==> config.mk <==
export PLATFORM = sky130hd
export DESIGN_NAME = csv_field_tokenizer_unit
export DESIGN_NICKNAME = d
export VERILOG_FILES = /design/src/rtl/csvft_pkg.sv /design/src/rtl/csvft_cfg.sv /design/src/rtl/csvft_step.sv /design/src/rtl/csv_field_tokenizer_unit.sv
export SDC_FILE = /design/constraint.sdc
export NUM_CORES = 1
export LEC_CHECK = 0
export BUFFER_PORTS_ARGS = -buffer_cell sky130_fd_sc_hd__buf_2
export CORE_AREA = 2 2 104 106
export CTS_BUF_LIST = sky130_fd_sc_hd__clkbuf_2 sky130_fd_sc_hd__clkbuf_4 sky130_fd_sc_hd__clkbuf_8
export CTS_CLUSTER_SIZE = 30
export DETAILED_ROUTE_END_ITERATION = 16
export DIE_AREA = 0 0 106 108
export PLACE_DENSITY = 0.76
export SLEW_MARGIN = 20
export SYNTH_ARGS = -nofsm -noshare
export SYNTH_HDL_FRONTEND = slang
export SYNTH_SLANG_ARGS = --single-unit
==> constraint.sdc <==
create_clock -name clk -period 12.15 [get_ports clk]
set_input_delay 0 -clock clk [delete_from_list [all_inputs] [get_ports clk]]
set_output_delay 0 -clock clk [all_outputs]
set_load 0.1 [all_outputs]
==> src/rtl/csvft_pkg.sv <==
package csvft_pkg;

    localparam int unsigned MAX_COLUMNS = 255;
    localparam logic [7:0] COLUMN_CAP = (MAX_COLUMNS < 255) ? 8'(MAX_COLUMNS) : 8'd255;

    localparam logic [7:0] NEWLINE_BYTE = 8'h0A;
    localparam logic [7:0] DELIMITER_RESET = 8'd44;
    localparam logic [7:0] QUOTE_RESET = 8'd34;

    localparam int unsigned CFG_INDEX_W = 1;
    localparam logic [CFG_INDEX_W-1:0] CFG_DELIMITER = 1'b0;
    localparam logic [CFG_INDEX_W-1:0] CFG_QUOTE = 1'b1;

    typedef enum logic [1:0] {
        KIND_DATA       = 2'd0,
        KIND_FIELD_END  = 2'd1,
        KIND_RECORD_END = 2'd2
    } kind_t;

    typedef struct packed {
        logic        in_quotes;
        logic        quote_pending;
        logic        record_open;
        logic [7:0]  column_count;
        logic [31:0] record_count;
    } parse_state_t;

    typedef struct packed {
        logic        valid;
        kind_t       kind;
        logic [7:0]  field_byte;
        logic [7:0]  column;
        logic [31:0] record;
    } result_t;

endpackage

==> src/rtl/csvft_cfg.sv <==
module csvft_cfg (
    input  logic                             clk,
    input  logic                             rst_n,
    input  logic                             cfg_write,
    input  logic [csvft_pkg::CFG_INDEX_W-1:0] cfg_index,
    input  logic [7:0]                       cfg_data,
    output logic [7:0]                       delimiter_char,
    output logic [7:0]                       quote_char
);
    import csvft_pkg::*;

    logic [7:0] delimiter_reg;
    logic [7:0] delimiter_next;
    logic [7:0] quote_reg;
    logic [7:0] quote_next;

    always_comb
    begin
        delimiter_next = delimiter_reg;
        quote_next = quote_reg;
        if (cfg_write)
        begin
            case (cfg_index)
                CFG_DELIMITER: delimiter_next = cfg_data;
                CFG_QUOTE:     quote_next = cfg_data;
                default:       delimiter_next = delimiter_reg;
            endcase
        end
    end

    always_ff @(posedge clk or negedge rst_n)
    begin
        if (!rst_n)
        begin
            delimiter_reg <= DELIMITER_RESET;
            quote_reg <= QUOTE_RESET;
        end
        else
        begin
            delimiter_reg <= delimiter_next;
            quote_reg <= quote_next;
        end
    end

    assign delimiter_char = delimiter_reg;
    assign quote_char = quote_reg;

endmodule

==> src/rtl/csvft_step.sv <==
module csvft_step (
    input  csvft_pkg::parse_state_t state_cur,
    input  logic [7:0]              data_byte,
    input  logic                    end_of_input,
    input  logic [7:0]              delimiter_char,
    input  logic [7:0]              quote_char,
    output csvft_pkg::parse_state_t state_nxt,
    output csvft_pkg::result_t      result
);
    import csvft_pkg::*;

    logic unquoted;
    logic do_close;

    always_comb
    begin
        state_nxt = state_cur;
        result.valid = 1'b0;
        result.kind = KIND_DATA;
        result.field_byte = 8'd0;
        result.column = state_cur.column_count;
        result.record = state_cur.record_count;
        unquoted = 1'b0;
        do_close = 1'b0;

        if (end_of_input)
        begin
            if (state_cur.record_open || state_cur.in_quotes || state_cur.quote_pending)
            begin
                result.valid = 1'b1;
                result.kind = KIND_RECORD_END;
                do_close = 1'b1;
            end
        end
        else if (state_cur.in_quotes)
        begin
            if (state_cur.quote_pending)
            begin
                state_nxt.quote_pending = 1'b0;
                if (data_byte == quote_char)
                begin
                    result.valid = 1'b1;
                    result.field_byte = data_byte;
                end
                else
                begin
                    // The run is closed and this byte is taken as unquoted.
                    state_nxt.in_quotes = 1'b0;
                    unquoted = 1'b1;
                end
            end
            else if (data_byte == quote_char)
            begin
                state_nxt.quote_pending = 1'b1;
            end
            else
            begin
                state_nxt.record_open = 1'b1;
                result.valid = 1'b1;
                result.field_byte = data_byte;
            end
        end
        else
        begin
            unquoted = 1'b1;
        end

        if (unquoted)
        begin
            if (data_byte == quote_char)
            begin
                state_nxt.in_quotes = 1'b1;
                state_nxt.record_open = 1'b1;
            end
            else if (data_byte == NEWLINE_BYTE)
            begin
                result.valid = 1'b1;
                result.kind = KIND_RECORD_END;
                do_close = 1'b1;
            end
            else
            begin
                state_nxt.record_open = 1'b1;
                result.valid = 1'b1;
                if (data_byte == delimiter_char)
                begin
                    result.kind = KIND_FIELD_END;
                    if (state_cur.column_count < COLUMN_CAP)
                    begin
                        state_nxt.column_count = state_cur.column_count + 8'd1;
                    end
                end
                else
                begin
                    result.field_byte = data_byte;
                end
            end
        end

        if (do_close)
        begin
            state_nxt.in_quotes = 1'b0;
            state_nxt.quote_pending = 1'b0;
            state_nxt.record_open = 1'b0;
            state_nxt.column_count = 8'd0;
            if (state_cur.record_count != 32'hFFFF_FFFF)
            begin
                state_nxt.record_count = state_cur.record_count + 32'd1;
            end
        end
    end

endmodule

==> src/rtl/csv_field_tokenizer_unit.sv <==
// Requests pass from the request register through the parse step into
// the result register. Throughput: one request per cycle while the result
// register is free or drained, set by the combinational parse step.
// Requests that produce no result never occupy the result register.
// Reset clears the parse state, the valid flags and restores the default
// delimiter and quote bytes.
module csv_field_tokenizer_unit (
    input  logic                              clk,
    input  logic                              rst_n,
    input  logic                              cfg_write,
    input  logic [csvft_pkg::CFG_INDEX_W-1:0] cfg_index,
    input  logic [7:0]                        cfg_data,
    input  logic                              request_valid,
    output logic                              request_ready,
    input  logic [7:0]                        data_byte,
    input  logic                              end_of_input,
    output logic                              result_valid,
    input  logic                              result_ready,
    output logic [1:0]                        kind,
    output logic [7:0]                        field_byte,
    output logic [7:0]                        column,
    output logic [31:0]                       record
);
    import csvft_pkg::*;

    logic [7:0]   delimiter_char;
    logic [7:0]   quote_char;

    logic         in_valid_reg;
    logic         in_valid_next;
    logic [7:0]   in_byte_reg;
    logic         in_eoi_reg;

    parse_state_t state_reg;
    parse_state_t state_next;
    result_t      step_result;

    logic         out_valid_reg;
    logic         out_valid_next;
    result_t      out_reg;

    logic         advance;

    csvft_cfg u_cfg (
        .clk            (clk),
        .rst_n          (rst_n),
        .cfg_write      (cfg_write),
        .cfg_index      (cfg_index),
        .cfg_data       (cfg_data),
        .delimiter_char (delimiter_char),
        .quote_char     (quote_char)
    );

    csvft_step u_step (
        .state_cur      (state_reg),
        .data_byte      (in_byte_reg),
        .end_of_input   (in_eoi_reg),
        .delimiter_char (delimiter_char),
        .quote_char     (quote_char),
        .state_nxt      (state_next),
        .result         (step_result)
    );

    assign advance = in_valid_reg
        && (!out_valid_reg || result_ready || !step_result.valid);
    assign request_ready = !in_valid_reg || advance;
    assign in_valid_next = request_ready ? request_valid : in_valid_reg;
    assign out_valid_next = (out_valid_reg && !result_ready)
        || (advance && step_result.valid);

    always_ff @(posedge clk or negedge rst_n)
    begin
        if (!rst_n)
        begin
            in_valid_reg <= 1'b0;
            out_valid_reg <= 1'b0;
            state_reg <= '0;
        end
        else
        begin
            in_valid_reg <= in_valid_next;
            out_valid_reg <= out_valid_next;
            if (advance)
            begin
                state_reg <= state_next;
            end
        end
    end

    always_ff @(posedge clk)
    begin
        if (request_valid && request_ready)
        begin
            in_byte_reg <= data_byte;
            in_eoi_reg <= end_of_input;
        end
        if (advance && step_result.valid)
        begin
            out_reg <= step_result;
        end
    end

    assign result_valid = out_valid_reg;
    assign kind = out_reg.kind;
    assign field_byte = out_reg.field_byte;
    assign column = out_reg.column;
    assign record = out_reg.record;

    a_pending_in_run: assert property (@(posedge clk) disable iff (!rst_n)
        state_reg.quote_pending |-> state_reg.in_quotes)
        else $error("quote pending outside a quoted run");

    a_record_end_clears: assert property (@(posedge clk) disable iff (!rst_n)
        (advance && step_result.valid && step_result.kind == KIND_RECORD_END)
        |=> (state_reg.column_count == 8'd0) && !state_reg.in_quotes
            && !state_reg.record_open)
        else $error("record end did not clear the parse state");

    a_state_holds: assert property (@(posedge clk) disable iff (!rst_n)
        !advance |=> $stable(state_reg))
        else $error("parse state changed without a request");

    a_eoi_closes: assert property (@(posedge clk) disable iff (!rst_n)
        (advance && in_eoi_reg) |=> !state_reg.record_open && !state_reg.in_quotes)
        else $error("end of input left a record open");

    a_no_overwrite: assert property (@(posedge clk) disable iff (!rst_n)
        (advance && step_result.valid) |-> (!out_valid_reg || result_ready))
        else $error("result register overwritten");

endmodule

==> impl_results.md <==
* TritonCTS clock tree: built
* WHS Path Cells at 3
* Worst slack after detailed placement at 8860 ps
* Multi-input gate area at 1730 µm²
* LEAKAGE at 2.57 nW
* Run status: finished, final reports clean
* Top-area cell type share of the netlist area at 34.7%
* Clock Power Share at 35.4%
* Most instantiated cells after synthesis: sky130_fd_sc_hd__edfxtp_1, sky130_fd_sc_hd__dfrtp_1, sky130_fd_sc_hd__xnor2_1
* Cell taking the most area after synthesis: sky130_fd_sc_hd__edfxtp_1
* Endpoints failing setup at 0
* Portion of total power attributed to combinational logic at 23.5%
* Vias in the first global route at 3,494
* Power per standard cell area at 195 nW/µm²
* Clock-pin slew reported for the worst setup and hold paths after clock tree synthesis at 80 ps
* Flop pwr share at 41.1%
* Post-route non-filler standard cell count at 636
* Avg Synthesized Cell Area at 13.5 µm²
* Quantity of gates resized following cts at 0
* Biggest fanout along the worst timing path at 50
* Post-synth EDFFs at 59
* Area overhead of the layout relative to synthesis at 23.7%
* Post-synth top flop: sky130_fd_sc_hd__edfxtp_1
* Storage element area at 3300 µm²
* Minimum setup slack among reg-to-reg paths at 8790 ps
* Delay of the slowest cell on the worst path at 500 ps
* CP top delay family: buffers and inverters
* Crit path kind: reg2reg
* Final setup skew at 9.54 ps
* Via count normalized by instance count at 5.33
* Sequential element share of the synthesized area at 64.7%
* Worst Max-Slew Pin Slew at 817 ps
* Setup repair after global routing missed its margin: no
* CTS H-tree lvls at 4
* Hold worst-path end: u_cfg.delimiter_char[2]$_DFFE_PN1P_
* Detailed-placement wirelength estimate at 6510 µm
* Required time reported for the critical path endpoint at 12,210 ps
* Cell-internal power at 0.810 mW
* Share of total power consumed by net switching at 34.4%
* Post-Syn Nets at 407
* Sequence of cells on the critical path: xnor2_1, and4_1, nand2_1, inv_1, ha_1, a21boi_1, o21ai_1, a21o_1, nor2b_4, buf_4
* Die span in y at 108 µm
* Antenna violations before repair at 0
* Standard cell with the maximum stage delay on the critical path: sky130_fd_sc_hd__buf_4
* Antenna Violating Nets Remaining at 0
* Mapped cell area at 5110 µm²
* Share of the clock period used by the worst path after layout at 27.6%
* Startpoint types: flop
* Unique masters post-synth at 47
* Number of design-rule violations left by the first detailed-router iteration at 137
* Synth warn at 0
* Max-Slew Margin vs Limit at 45.4%
* Reported net switching power at 0.424 mW
* Standard cell core area at 10,200 µm²
* Critical Path Sink Type: flop
* Origin of the critical flop-to-flop path: in_byte_reg[3]$_DFFE_PP_
* Number of placed instances, taps included at 583
* Count of maximum capacitance violations at 0
* Clock latency of the later-clocked register in the worst-skew pair at 430 ps
* Total Neg Setup Slack at 0 ps
* All-Layer GR Usage at 18.6%
* Post-detailed-route wirelength per cell at 15.4 µm
* Fin nets at 514
* # fillers at 769
* Buffer cell driving the clock tree root: sky130_fd_sc_hd__clkbuf_8
* Async set or reset register ratio after synthesis at 50.8%
* Global-route wire length before repair at 16,400 µm
* Count of buffers from port buffering at 74
* Gate count after technology mapping at 380
* Worst-case clock buffer depth at 2
* Critical register-to-register path endpoint: record[29]$_DFFE_PP_
* Worst-case setup margin in the final layout at 8790 ps
* Final cell utilization of the core at 61.8%
* Fmax achieved at 298 MHz
* Most frequently used cell type in the post-synthesis netlist: sky130_fd_sc_hd__edfxtp_1
* Total power at 1.23 mW
* Post-synthesis sequential element count at 120
* Maximum number of pins on one net before global-route repair at 62
* Std cell rows at 37
* Min-Delay Path Class: in2reg
* # DRC at 0
* Largest register FFs at 43
* Total I/O pin count at 75
* Final hold violation count at 0
* Fraction of layout cells with a size suffix above 1 at 28.0%
* Clock Sink Count at 120
* Buffers plus inverters on the worst setup path at 2
* Total Routed Length at 9770 µm
* Source of the worst hold timing path: cfg_index
* Arrival time of the worst setup path at 3420 ps
* Worst VDD drop at 0.0000867 V
* Worst r2r path cells at 10
* Overflow left after global routing at 0
* Effective utilization at floorplan at 50.0%
* Total CTS buffers at 17
* Floorplan die width at 106 µm
* Die area at 11,400 µm²
* Length of the first detailed-routing pass in iterations at 4
* Number of antenna repair diodes at 0
* Final slew viol count at 0
* Routability congestion estimate at 0.828
* Ranking of synthesized cells by area: sky130_fd_sc_hd__edfxtp_1, sky130_fd_sc_hd__dfrtp_1, sky130_fd_sc_hd__xnor2_1
* Time the final worst path needs with I/O delays and setup at 3360 ps
* Via count at 3,389
cell type report:
cell class	count	area share [%]
flip-flops and latches	120	52.3
multi-input cells	244	27.4
repair buffers	98	9.54
clock buffers	18	3.92
clock inverters	14	3.84
well taps	136	2.69
inverters	6	0.356
tightest hold or removal path: stages:
cell and delay [ps]:
sky130_fd_sc_hd__buf_2 90, sky130_fd_sc_hd__nor2b_1 160, sky130_fd_sc_hd__mux2_2 270
logic make-up after synthesis:
| kind of cell | after synthesis | synth area share (%) |
|---|---|---|
| AO/OA/AOI/OAI | 35 | 5.78 |
| XOR/XNOR | 47 | 8.05 |
| adder cells (fa/ha/maj) | 4 | 0.979 |
| buffers and inverters | 16 | 1.59 |
| flip-flops | 120 | 64.7 |
| multiplexers | 17 | 3.75 |
| AND/OR/NAND/NOR | 141 | 15.2 |
power by group through the flow:
stage	combinational, mW	clock [mW]	sequential (mW)
after global placement	0.281	0	0.514
after CTS	0.291	0.442	0.508
after global routing	0.305	0.462	0.513
after floorplan	0.0724	0	0.682
final	0.290	0.436	0.507
after detailed placement	0.285	0	0.516
per-stage QoR:
stage | hold slack (ps) | instance area [µm²]
finish | 123 | 6320
global route | 118 | 6320
CTS | 105 | 6320
detailed placement | 178 | 5620
global placement | 180 | 5620
floorplan | -296 | 5110
how the worst max path moves through the flow:
stage | endpoint | depth (start not counted) | from
CTS | record[18]$_DFFE_PP_ | 10 | in_byte_reg[3]$_DFFE_PP_
global route | record[29]$_DFFE_PP_ | 10 | in_byte_reg[3]$_DFFE_PP_
floorplan | column[0]$_DFFE_PP_ | 10 | u_cfg.quote_char[1]$_DFFE_PN1P_
detailed placement | record[5]$_DFFE_PP_ | 10 | in_byte_reg[3]$_DFFE_PP_
finish | record[29]$_DFFE_PP_ | 10 | in_byte_reg[3]$_DFFE_PP_
global placement | record[26]$_DFFE_PP_ | 10 | u_cfg.quote_char[5]$_DFFE_PN1P_
metal layers:
layer / global-route usage [%] / vias up / wire (µm)
met5: 0 / - / 0
met4: 7.71 / 0 / 208
met3: 5.91 / 23 / 458
met2: 31.5 / 98 / 5000
met1: 22.1 / 1650 / 4100
li1: - / 1618 / -
timing repair:
action / in CTS / in global routing
hold buffers: 21 / 0
setup buffers: 0 / 0
hold endpoints to repair: 83 / 0
layout by cell type (no fill, tap or decap), types with 3 or more instances in the layout:
cell type / count
sky130_fd_sc_hd__a21o_1: 3
sky130_fd_sc_hd__and2_1: 3
sky130_fd_sc_hd__and3_1: 12
sky130_fd_sc_hd__and4_1: 5
sky130_fd_sc_hd__buf_2: 74
sky130_fd_sc_hd__buf_4: 3
sky130_fd_sc_hd__bufinv_16: 6
sky130_fd_sc_hd__clkbuf_8: 18
sky130_fd_sc_hd__clkinvlp_4: 3
sky130_fd_sc_hd__dfrtp_1: 56
sky130_fd_sc_hd__dfstp_2: 5
sky130_fd_sc_hd__dlygate4sd3_1: 21
sky130_fd_sc_hd__edfxtp_1: 59
sky130_fd_sc_hd__ha_1: 4
sky130_fd_sc_hd__inv_1: 6
sky130_fd_sc_hd__inv_6: 3
sky130_fd_sc_hd__mux2_2: 16
sky130_fd_sc_hd__nand2_1: 30
sky130_fd_sc_hd__nand3_1: 21
sky130_fd_sc_hd__nand4_1: 15
sky130_fd_sc_hd__nor2_1: 11
sky130_fd_sc_hd__nor2b_1: 12
sky130_fd_sc_hd__nor3_1: 12
sky130_fd_sc_hd__nor4_1: 6
sky130_fd_sc_hd__o21ai_0: 5
sky130_fd_sc_hd__o31ai_1: 13
sky130_fd_sc_hd__or2_2: 3
sky130_fd_sc_hd__xnor2_1: 39
sky130_fd_sc_hd__xor2_1: 8
No activity file was read; power rests on OpenSTA's default activity.
